$ cat src/rtl/ueravg_pkg.sv
// Shared types and constants for the ultrasonic echo ranger with moving average.
package ueravg_pkg;

	localparam int DIST_W   = 22;
	localparam int PULSE_W  = 16;
	localparam int TRIG_W   = 8;
	localparam int SCALE_W  = 16;
	localparam int CFG_W    = 16;
	localparam int CFG_IDX_W = 1;
	localparam int PROD_W   = PULSE_W + SCALE_W;

	localparam int AVG_TAPS_DEF = 5;

	localparam logic [DIST_W-1:0]  DIST_MAX   = '1;
	localparam logic [PULSE_W-1:0] PULSE_MAX  = '1;
	localparam logic [TRIG_W-1:0]  TRIG_MAX   = '1;

	localparam logic [TRIG_W-1:0]  TRIGGER_TICKS_RST  = 8'd98;
	localparam logic [SCALE_W-1:0] DISTANCE_SCALE_RST = 16'd11509;

	// register indexes
	localparam logic [CFG_IDX_W-1:0] CFG_TRIGGER_TICKS  = 1'd0;
	localparam logic [CFG_IDX_W-1:0] CFG_DISTANCE_SCALE = 1'd1;

	// result queue
	localparam int FIFO_DEPTH = 8;
	localparam int FIFO_AW    = $clog2(FIFO_DEPTH);
	localparam int CREDIT_W   = $clog2(FIFO_DEPTH + 1);

	typedef struct packed {
		logic              trigger_level;
		logic              done_res;
		logic [DIST_W-1:0] raw_distance;
		logic [DIST_W-1:0] filtered_distance;
		logic              busy_res;
	} out_item_t;

endpackage

$ cat src/rtl/ueravg_tap_cell.sv
// One sample cell of the averaging chain: takes its neighbor's sample on a shift.
module ueravg_tap_cell (
	input  logic                          clk,
	input  logic                          arst_n,
	input  logic                          shift,
	input  logic [ueravg_pkg::DIST_W-1:0] d,
	output logic [ueravg_pkg::DIST_W-1:0] q
);

	logic [ueravg_pkg::DIST_W-1:0] data_q;

	always_ff @(posedge clk or negedge arst_n) begin
		if (!arst_n) begin
			data_q <= '0;
		end else if (shift) begin
			data_q <= d;
		end
	end

	assign q = data_q;

endmodule

$ cat src/rtl/ueravg_ring.sv
// Sample chain with running sum and fill count for the moving average.
module ueravg_ring #(
	parameter int AVG_TAPS = ueravg_pkg::AVG_TAPS_DEF,
	parameter int SUM_W    = ueravg_pkg::DIST_W + $clog2(ueravg_pkg::AVG_TAPS_DEF)
) (
	input  logic                          clk,
	input  logic                          arst_n,
	input  logic                          push,
	input  logic [ueravg_pkg::DIST_W-1:0] raw,
	output logic [SUM_W-1:0]              sum_next,
	output logic                          use_avg
);

	localparam int FillW = $clog2(AVG_TAPS + 1);

	logic [ueravg_pkg::DIST_W-1:0] tap   [AVG_TAPS];
	logic [ueravg_pkg::DIST_W-1:0] tap_in[AVG_TAPS];
	logic [SUM_W-1:0]              sum_q;
	logic [FillW-1:0]              fill_q;
	logic [FillW-1:0]              fill_next;

	assign tap_in[0] = raw;

	for (genvar i = 0; i < AVG_TAPS; i++) begin : g_tap
		if (i > 0) begin : g_link
			assign tap_in[i] = tap[i-1];
		end
		ueravg_tap_cell u_cell (
			.clk    (clk),
			.arst_n (arst_n),
			.shift  (push),
			.d      (tap_in[i]),
			.q      (tap[i])
		);
	end

	// last cell holds the oldest sample, which drops out on a push
	assign sum_next  = sum_q - SUM_W'(tap[AVG_TAPS-1]) + SUM_W'(raw);
	assign fill_next = (fill_q == FillW'(AVG_TAPS)) ? fill_q : fill_q + 1'b1;
	assign use_avg   = (fill_next == FillW'(AVG_TAPS));

	always_ff @(posedge clk or negedge arst_n) begin
		if (!arst_n) begin
			sum_q  <= '0;
			fill_q <= '0;
		end else if (push) begin
			sum_q  <= sum_next;
			fill_q <= fill_next;
		end
	end

endmodule

$ cat src/rtl/ueravg_out_fifo.sv
// Result queue between the compute pipeline and the output channel.
module ueravg_out_fifo (
	input  logic                  clk,
	input  logic                  arst_n,
	input  logic                  wr_en,
	input  ueravg_pkg::out_item_t wr_item,
	input  logic                  rd_en,
	output ueravg_pkg::out_item_t rd_item,
	output logic                  not_empty
);

	localparam int Aw = ueravg_pkg::FIFO_AW;

	ueravg_pkg::out_item_t mem [ueravg_pkg::FIFO_DEPTH];
	logic [Aw:0]           wr_ptr_q;
	logic [Aw:0]           rd_ptr_q;
	logic                  full;

	assign not_empty = (wr_ptr_q != rd_ptr_q);
	assign full      = (wr_ptr_q[Aw] != rd_ptr_q[Aw]) && (wr_ptr_q[Aw-1:0] == rd_ptr_q[Aw-1:0]);
	assign rd_item   = mem[rd_ptr_q[Aw-1:0]];

	always_ff @(posedge clk) begin
		if (wr_en) begin
			mem[wr_ptr_q[Aw-1:0]] <= wr_item;
		end
	end

	always_ff @(posedge clk or negedge arst_n) begin
		if (!arst_n) begin
			wr_ptr_q <= '0;
			rd_ptr_q <= '0;
		end else begin
			if (wr_en) begin
				wr_ptr_q <= wr_ptr_q + 1'b1;
			end
			if (rd_en) begin
				rd_ptr_q <= rd_ptr_q + 1'b1;
			end
		end
	end

`ifndef SYNTHESIS
	a_no_overflow: assert property (@(posedge clk) disable iff (!arst_n)
		wr_en |-> !full) else $error("result queue written while full");

	a_no_underflow: assert property (@(posedge clk) disable iff (!arst_n)
		rd_en |-> not_empty) else $error("result queue read while empty");
`endif

endmodule

$ cat src/rtl/ultrasonic_echo_ranger_avg.sv
// Ultrasonic echo ranger: trigger/echo sequencer, distance scaling, moving average.
//
//  channel | direction | handshake          | payload
//  in      | input     | in_valid/in_stall  | start_req, echo_level
//  out     | output    | out_valid/out_stall| trigger_level, done_res, raw_distance,
//          |           |                    | filtered_distance, busy_res
//  cfg     | input     | cfg_we             | cfg_index, cfg_data
//
// One input transfer per cycle while in_stall is low; each gives one output transfer.
// Each item passes the sequencer register, three compute stages (scale multiply,
// sample chain update, reciprocal multiply for the average) and the result queue write.
// Input stall rises only when eight items are in flight or queued.
// Reset clears the sequencer, the sample chain, the running sum and the last distances.
module ultrasonic_echo_ranger_avg #(
	parameter int AVG_TAPS = ueravg_pkg::AVG_TAPS_DEF
) (
	input  logic                                clk,
	input  logic                                arst_n,
	input  logic                                in_valid,
	output logic                                in_stall,
	input  logic                                start_req,
	input  logic                                echo_level,
	output logic                                out_valid,
	input  logic                                out_stall,
	output logic                                trigger_level,
	output logic                                done_res,
	output logic [ueravg_pkg::DIST_W-1:0]       raw_distance,
	output logic [ueravg_pkg::DIST_W-1:0]       filtered_distance,
	output logic                                busy_res,
	input  logic                                cfg_we,
	input  logic [ueravg_pkg::CFG_IDX_W-1:0]    cfg_index,
	input  logic [ueravg_pkg::CFG_W-1:0]        cfg_data
);

	localparam int DistW  = ueravg_pkg::DIST_W;
	localparam int PulseW = ueravg_pkg::PULSE_W;
	localparam int TrigW  = ueravg_pkg::TRIG_W;
	localparam int ScaleW = ueravg_pkg::SCALE_W;
	localparam int ProdW  = ueravg_pkg::PROD_W;
	localparam int Log    = $clog2(AVG_TAPS);
	localparam int SumW   = DistW + Log;
	localparam int Shift  = SumW + Log;
	localparam int QW     = 2 * SumW + 1;
	// round-up reciprocal: exact quotient for every sum below 2**SumW
	localparam longint unsigned RecipFull =
		((64'd1 << Shift) + 64'(AVG_TAPS) - 64'd1) / 64'(AVG_TAPS);
	localparam logic [SumW:0] Recip = RecipFull[SumW:0];

	localparam logic [1:0] PH_IDLE  = 2'd0;
	localparam logic [1:0] PH_TRIG  = 2'd1;
	localparam logic [1:0] PH_WAIT  = 2'd2;
	localparam logic [1:0] PH_COUNT = 2'd3;

	// configuration
	logic [TrigW-1:0]  trigger_ticks_q;
	logic [ScaleW-1:0] distance_scale_q;

	always_ff @(posedge clk or negedge arst_n) begin
		if (!arst_n) begin
			trigger_ticks_q  <= ueravg_pkg::TRIGGER_TICKS_RST;
			distance_scale_q <= ueravg_pkg::DISTANCE_SCALE_RST;
		end else if (cfg_we) begin
			unique case (cfg_index)
				ueravg_pkg::CFG_TRIGGER_TICKS: begin
					trigger_ticks_q <= cfg_data[TrigW-1:0];
				end
				ueravg_pkg::CFG_DISTANCE_SCALE: begin
					distance_scale_q <= cfg_data[ScaleW-1:0];
				end
				default: begin
				end
			endcase
		end
	end

	// sequencer
	logic              in_acc;
	logic              out_acc;
	logic [1:0]        phase_q, phase_d, phase_eff;
	logic [TrigW-1:0]  tcount_q, tcount_d, tcount_cur, tcount_inc;
	logic [PulseW-1:0] pcount_q, pcount_d, pcount_cur;
	logic              trig_c, busy_c, done_c;

	assign in_acc  = in_valid && !in_stall;
	assign out_acc = out_valid && !out_stall;

	always_comb begin
		phase_eff  = phase_q;
		tcount_cur = tcount_q;
		pcount_cur = pcount_q;
		if (phase_q == PH_IDLE && start_req) begin
			phase_eff  = PH_TRIG;
			tcount_cur = '0;
			pcount_cur = '0;
		end
		phase_d    = phase_eff;
		tcount_d   = tcount_cur;
		pcount_d   = pcount_cur;
		tcount_inc = (tcount_cur != ueravg_pkg::TRIG_MAX) ? tcount_cur + 1'b1 : tcount_cur;
		trig_c     = 1'b0;
		busy_c     = 1'b0;
		done_c     = 1'b0;
		unique case (phase_eff)
			PH_IDLE: begin
			end
			PH_TRIG: begin
				trig_c   = 1'b1;
				busy_c   = 1'b1;
				tcount_d = tcount_inc;
				if (tcount_inc >= trigger_ticks_q) begin
					phase_d = PH_WAIT;
				end
			end
			PH_WAIT: begin
				busy_c = 1'b1;
				if (echo_level) begin
					pcount_d = PulseW'(1);
					phase_d  = PH_COUNT;
				end
			end
			PH_COUNT: begin
				busy_c = 1'b1;
				if (echo_level) begin
					if (pcount_cur != ueravg_pkg::PULSE_MAX) begin
						pcount_d = pcount_cur + 1'b1;
					end
				end else begin
					done_c  = 1'b1;
					phase_d = PH_IDLE;
				end
			end
		endcase
	end

	always_ff @(posedge clk or negedge arst_n) begin
		if (!arst_n) begin
			phase_q  <= PH_IDLE;
			tcount_q <= '0;
			pcount_q <= '0;
		end else if (in_acc) begin
			phase_q  <= phase_d;
			tcount_q <= tcount_d;
			pcount_q <= pcount_d;
		end
	end

	// pipeline valids
	logic v_s1, v_s2, v_s3, v_s4;

	always_ff @(posedge clk or negedge arst_n) begin
		if (!arst_n) begin
			v_s1 <= 1'b0;
			v_s2 <= 1'b0;
			v_s3 <= 1'b0;
			v_s4 <= 1'b0;
		end else begin
			v_s1 <= in_acc;
			v_s2 <= v_s1;
			v_s3 <= v_s2;
			v_s4 <= v_s3;
		end
	end

	// stage 1: sequencer outputs
	logic              trig_s1, busy_s1, done_s1;
	logic [PulseW-1:0] pulse_s1;

	always_ff @(posedge clk) begin
		trig_s1  <= trig_c;
		busy_s1  <= busy_c;
		done_s1  <= done_c;
		pulse_s1 <= pcount_cur;
	end

	// stage 2: scale multiply
	logic             trig_s2, busy_s2, done_s2;
	logic [ProdW-1:0] prod_s2;

	always_ff @(posedge clk) begin
		trig_s2 <= trig_s1;
		busy_s2 <= busy_s1;
		done_s2 <= done_s1;
		prod_s2 <= ProdW'(pulse_s1) * ProdW'(distance_scale_q);
	end

	logic [ProdW-9:0] dist_wide;
	logic [DistW-1:0] raw_new;
	logic [SumW-1:0]  sum_next;
	logic             use_avg;

	assign dist_wide = prod_s2[ProdW-1:8];
	assign raw_new   = (dist_wide > (ProdW-8)'(ueravg_pkg::DIST_MAX)) ?
		ueravg_pkg::DIST_MAX : dist_wide[DistW-1:0];

	ueravg_ring #(
		.AVG_TAPS (AVG_TAPS),
		.SUM_W    (SumW)
	) u_ring (
		.clk      (clk),
		.arst_n   (arst_n),
		.push     (v_s2 && done_s2),
		.raw      (raw_new),
		.sum_next (sum_next),
		.use_avg  (use_avg)
	);

	// stage 3: chain updated, sum captured
	logic             trig_s3, busy_s3, done_s3, avg_s3;
	logic [DistW-1:0] raw_s3;
	logic [SumW-1:0]  sum_s3;

	always_ff @(posedge clk) begin
		trig_s3 <= trig_s2;
		busy_s3 <= busy_s2;
		done_s3 <= done_s2;
		avg_s3  <= use_avg;
		raw_s3  <= raw_new;
		sum_s3  <= sum_next;
	end

	// stage 4: reciprocal multiply for the average
	logic             trig_s4, busy_s4, done_s4, avg_s4;
	logic [DistW-1:0] raw_s4;
	logic [QW-1:0]    qprod_s4;

	always_ff @(posedge clk) begin
		trig_s4  <= trig_s3;
		busy_s4  <= busy_s3;
		done_s4  <= done_s3;
		avg_s4   <= avg_s3;
		raw_s4   <= raw_s3;
		qprod_s4 <= QW'(sum_s3) * QW'(Recip);
	end

	logic [DistW-1:0] filt_new;
	logic [DistW-1:0] last_raw_q, last_filt_q;

	assign filt_new = avg_s4 ? qprod_s4[Shift +: DistW] : raw_s4;

	always_ff @(posedge clk or negedge arst_n) begin
		if (!arst_n) begin
			last_raw_q  <= '0;
			last_filt_q <= '0;
		end else if (v_s4 && done_s4) begin
			last_raw_q  <= raw_s4;
			last_filt_q <= filt_new;
		end
	end

	ueravg_pkg::out_item_t wr_item, rd_item;

	always_comb begin
		wr_item.trigger_level     = trig_s4;
		wr_item.done_res          = done_s4;
		wr_item.raw_distance      = done_s4 ? raw_s4 : last_raw_q;
		wr_item.filtered_distance = done_s4 ? filt_new : last_filt_q;
		wr_item.busy_res          = busy_s4;
	end

	ueravg_out_fifo u_fifo (
		.clk       (clk),
		.arst_n    (arst_n),
		.wr_en     (v_s4),
		.wr_item   (wr_item),
		.rd_en     (out_acc),
		.rd_item   (rd_item),
		.not_empty (out_valid)
	);

	assign trigger_level     = rd_item.trigger_level;
	assign done_res          = rd_item.done_res;
	assign raw_distance      = rd_item.raw_distance;
	assign filtered_distance = rd_item.filtered_distance;
	assign busy_res          = rd_item.busy_res;

	// items in the pipeline plus items queued; queue can always take what is in flight
	logic [ueravg_pkg::CREDIT_W-1:0] credit_q;

	always_ff @(posedge clk or negedge arst_n) begin
		if (!arst_n) begin
			credit_q <= '0;
		end else if (in_acc && !out_acc) begin
			credit_q <= credit_q + 1'b1;
		end else if (!in_acc && out_acc) begin
			credit_q <= credit_q - 1'b1;
		end
	end

	assign in_stall = (credit_q >= ueravg_pkg::CREDIT_W'(ueravg_pkg::FIFO_DEPTH));

`ifndef SYNTHESIS
	a_credit_bound: assert property (@(posedge clk) disable iff (!arst_n)
		credit_q <= ueravg_pkg::CREDIT_W'(ueravg_pkg::FIFO_DEPTH))
		else $error("in-flight count beyond queue depth");

	a_done_on_fall: assert property (@(posedge clk) disable iff (!arst_n)
		in_acc && phase_q == PH_COUNT && !echo_level |=> v_s1 && done_s1)
		else $error("echo fall did not complete the measurement");

	a_done_follows: assert property (@(posedge clk) disable iff (!arst_n)
		v_s2 && done_s2 |-> $past(v_s1 && done_s1))
		else $error("completion lost between stages");

	a_trig_busy: assert property (@(posedge clk) disable iff (!arst_n)
		v_s1 && trig_s1 |-> busy_s1)
		else $error("trigger high outside a measurement");
`endif

endmodule

$ cat config.mk
export PLATFORM = sky130hd
export DESIGN_NAME = ultrasonic_echo_ranger_avg
export DESIGN_NICKNAME = d
export VERILOG_FILES = /design/src/rtl/ueravg_pkg.sv /design/src/rtl/ueravg_tap_cell.sv /design/src/rtl/ueravg_ring.sv /design/src/rtl/ueravg_out_fifo.sv /design/src/rtl/ultrasonic_echo_ranger_avg.sv
export SDC_FILE = /design/constraint.sdc
export NUM_CORES = 2
export LEC_CHECK = 0
export ABC_AREA = 1
export BUFFER_PORTS_ARGS = -buffer_cell sky130_fd_sc_hd__buf_4
export CORE_MARGIN = 8
export CORE_UTILIZATION = 40
export CTS_CLUSTER_DIAMETER = 100
export DETAILED_ROUTE_END_ITERATION = 10
export PLACE_DENSITY = 0.68
export SLEW_MARGIN = 20
export SYNTH_ARGS = -nofsm -noshare
export SYNTH_HDL_FRONTEND = slang
export SYNTH_SLANG_ARGS = --single-unit
$ cat constraint.sdc
create_clock -name clk -period 5.7 [get_ports clk]
set_clock_uncertainty 0.2 [all_clocks]
set_input_delay 1.14 -clock clk [delete_from_list [all_inputs] [get_ports clk]]
set_output_delay 1.14 -clock clk [all_outputs]
set_load 0.01 [all_outputs]
==> metrics.md <==
| Metric | Value |
|---|---|
| Worst slew margin | 0.2684 |
| Dpl hpwl | 95.96 mm |
| Initial DRC count | 2850 |
| Fmax | 182.0 MHz |
| Main combinational cell family by area after synthesis | adder cells |
| CP max FO | 3 |
| Synth Register Bits | 769 |
| Mapped Cells | 5520 |
| Critical R2R Launch | sum_s3[16] |
| Clk slew on worst S/H paths | 0.06 ns |
| Initial antenna violation count | 1 |
| CP arrival | 5.91 ns |
| Top_reg_cell synth | edfxtp_1 |
| Most common cell after layout, fill and taps aside | inv_1 |
| Largest net degree at the start of global routing | 110 |
| Worst endpoint required time | 6.11 ns |
| Max Slew Vio Count | 0 |
| Reg2Reg Depth | 21 |
| CTS Sinks | 769 |
| Worst Hold Endpoint | raw_s4[3] |
| Worst reg-to-reg setup slack | 0.20 ns |
| Synth Area in Adders | 0.2720 |
| Drt total wl | 128.1 mm |
| RSZ-0062 raised after global routing | yes |
| Max capacitance violation total | 0 |
| Reg2reg end | qprod_s4[45] |
| Multiplexer share of the synthesized area | 0.001756 |
| Commonest cells after routing, fill and taps aside | 1041 x inv_1, 931 x nand2_1, 515 x nor2_1, 463 x o21ai_0, 437 x fa_1 |
| Bufs on Longest Clock Path | 3 |
| Die span in y | 374.1 um |
| Async SR Flop Fraction | 0.3225 |
| Status | complete, no violations |
| Syn_nets | 6392 |
| Number of global-route vias before repair | 38077 |
| Post-synthesis sequential area ratio | 0.3980 |
| Routed WL per cell | 17.14 um |
| Worst slew pin tran | 1.086 ns |
| Clk_lat worst skew | 0.71 ns |
| Clock root cell | clkbuf_16 |
| Endpoints failing hold | 0 |
| Setup violators final | 0 |
| Die ar. | 140000 sq um |
| Hold-fix buffers, CTS | 0 |
| Port buffer count | 72 |
| CP endpoint kind | register |
| Starting Density | 0.4028 |
| IO Pins | 73 |
| CP Launch Type | register |
| GRT overflow | 0 |
| Vias | 36999 |
| Final setup TNS | 0 ns |
| Mapped Area | 51290 sq um |
| Area Overhead vs Synth | 14.95% |
| CTS tree | done |
| Drc violations | 0 |
| Core area | 127400 sq um |
| WS Path Type | register to register |
| Top cells by area, synth | edfxtp_1 22%, fa_1 17%, dfrtp_1 12%, ha_1 9.8%, inv_1 7.7% |
| Largest area contributor in the netlist | edfxtp_1 |
| Ys Warns | 0 |
| Simple-gate share of the synthesized area | 0.1355 |
| Cell variety after synth | 50 |
| Row cnt | 131 |
| Final Cycle Share | 0.9641 |
| H-Tree Depth | 3 |
| GRT Util Overall | 0.1811 |
| Vias per cell | 4.950 |
| Placer Congestion | 0.9972 |
| Die X | 374.1 um |
| EDFF count, synth | 376 |
| Synth top area share | 0.2201 |
| Final net count | 6612 |
| CTS buffer count | 84 |
| Avg Inst Size Synth | 9.292 sq um |
| First-pass GRT wire length | 205.6 mm |
| Hold path depth | 0 |
| 1st-pass router iterations | 5 |
| Share of cells above drive strength 1 | 0.1270 |
| HP Start | raw_s3[3] |
| Antenna-violating nets left | 0 |
| Class of the worst hold path | register to register |
| Fin crit period | 5.495 ns |
| Post-Synth XOR/XNOR Area | 0.01466 |
| # fillers | 11848 |
| Complex-gate fraction of the synthesized area | 0.08554 |
==> critical path, cell delays in order (launching register included) <==
cell and delay (ns):
dfxtp_2 0.34, ha_2 0.22, buf_4 0.15, fa_1 0.49, inv_1 0.05, fa_1 0.47
fa_1 0.51, inv_1 0.06, fa_1 0.49, fa_1 0.49, inv_1 0.05, fa_1 0.48
inv_1 0.06, ha_4 0.28, nand2_1 0.11, nor2_1 0.10, inv_1 0.10, nor2_2 0.15
and3_1 0.20, nand3_1 0.12, nand3_1 0.12, xor2_1 0.16
==> synth_stat cells (48+ instances only) <==
cell type and n:
inv_1 1049, nand2_1 951, nor2_1 553, o21ai_0 481
fa_1 445, ha_1 403, edfxtp_1 376, dfrtp_1 236
clkbuf_1 192, a21oi_1 158, dfxtp_1 145, nand3_1 122
a31oi_1 61, xor2_1 53, o22ai_1 48
==> timing repair <==
action                     4_1_cts  5_1_grt
pin swaps                        0       54
gates cloned                     0        0
setup buffers                    0        8
gates resized for setup         13      218
setup endpoints to repair        9       42
==> per-layer routing <==
metal | track usage | up-vias | part of all wire
met5 | 0 | - | 0
met2 | 0.3218 | 865 | 0.50
met3 | 0.02114 | 201 | 0.043
li1 | - | 17863 | -
met1 | 0.2295 | 18070 | 0.43
met4 | 0.05884 | 0 | 0.028
==> metrics by stage <==
| stage | setup slack [ns] | hold slack (ns) | area (sq um) | instances | utilization |
|---|---|---|---|---|---|
| after floorplan | 0.01694 | 0.1096 | 51300 | 5520 | - |
| after detailed placement | -0.1017 | 0.1121 | 55190 | 7308 | 0.4334 |
| after CTS | 0.003409 | 0.1248 | 58060 | 7464 | 0.4559 |
| after global placement | -0.04295 | 0.1118 | 55190 | 7308 | 0.4334 |
| final | 0.2047 | 0.1245 | 58960 | 7475 | 0.4630 |
| after global routing | -0.05658 | 0.1287 | 58960 | 7472 | 0.4629 |
==> worst max path at each step <==
stage / startpoint / to / slack, ns / cells past startpoint
6_report: sum_s3[16] / qprod_s4[45] / 0.20 / 21
5_1_grt: sum_s3[5] / qprod_s4[46] / -0.06 / 24
4_1_cts: sum_s3[20] / qprod_s4[44] / 0.003 / 23
3_5_place_dp: sum_s3[4] / qprod_s4[44] / -0.10 / 25
3_3_place_gp: sum_s3[4] / qprod_s4[44] / -0.04 / 25
2_1_floorplan: distance_scale_q[5] / prod_s2[31] / 0.02 / 25
==> registers in the layout, summed over array words and instances, names as in the netlist, 2 cells and up <==
register               flops
credit_q                   4
distance_scale_q          16
last_filt_q               22
last_raw_q                22
pcount_q                  16
phase_q                    2
prod_s2                   24
pulse_s1                  16
qprod_s4                  22
raw_s3                    22
raw_s4                    22
sum_s3                    25
tcount_q                   8
trigger_ticks_q            8
u_fifo.mem               376
u_fifo.rd_ptr_q            4
u_fifo.wr_ptr_q            4
u_ring.fill_q              3
u_ring.g_tap.u_cell.q    110
u_ring.sum_q              25
==> cell type report <==
cell class              instances  area (sq um)  area share
multi-input cells            3490         27020      0.4583
flip-flops and latches        769         20470      0.3472
inverters                    1055          3966     0.06727
repair buffers                340          2600     0.04409
clock buffers                 120          2417     0.04100
well taps                    1662          2079     0.03527
clock inverters                36         400.4    0.006790
diodes                          3         7.507   0.0001273
==> logic make-up after synthesis <==
group	Yosys count
AND/OR/NAND/NOR	1732
buffers and inverters	1261
adder cells (fa/ha/maj)	848
AO/OA/AOI/OAI	817
flip-flops	769
XOR/XNOR	85
multiplexers	8
Power is left out: the tool's default activity adds up to more than one toggle a clock period on the data nets, which glitch-free logic cannot reach.
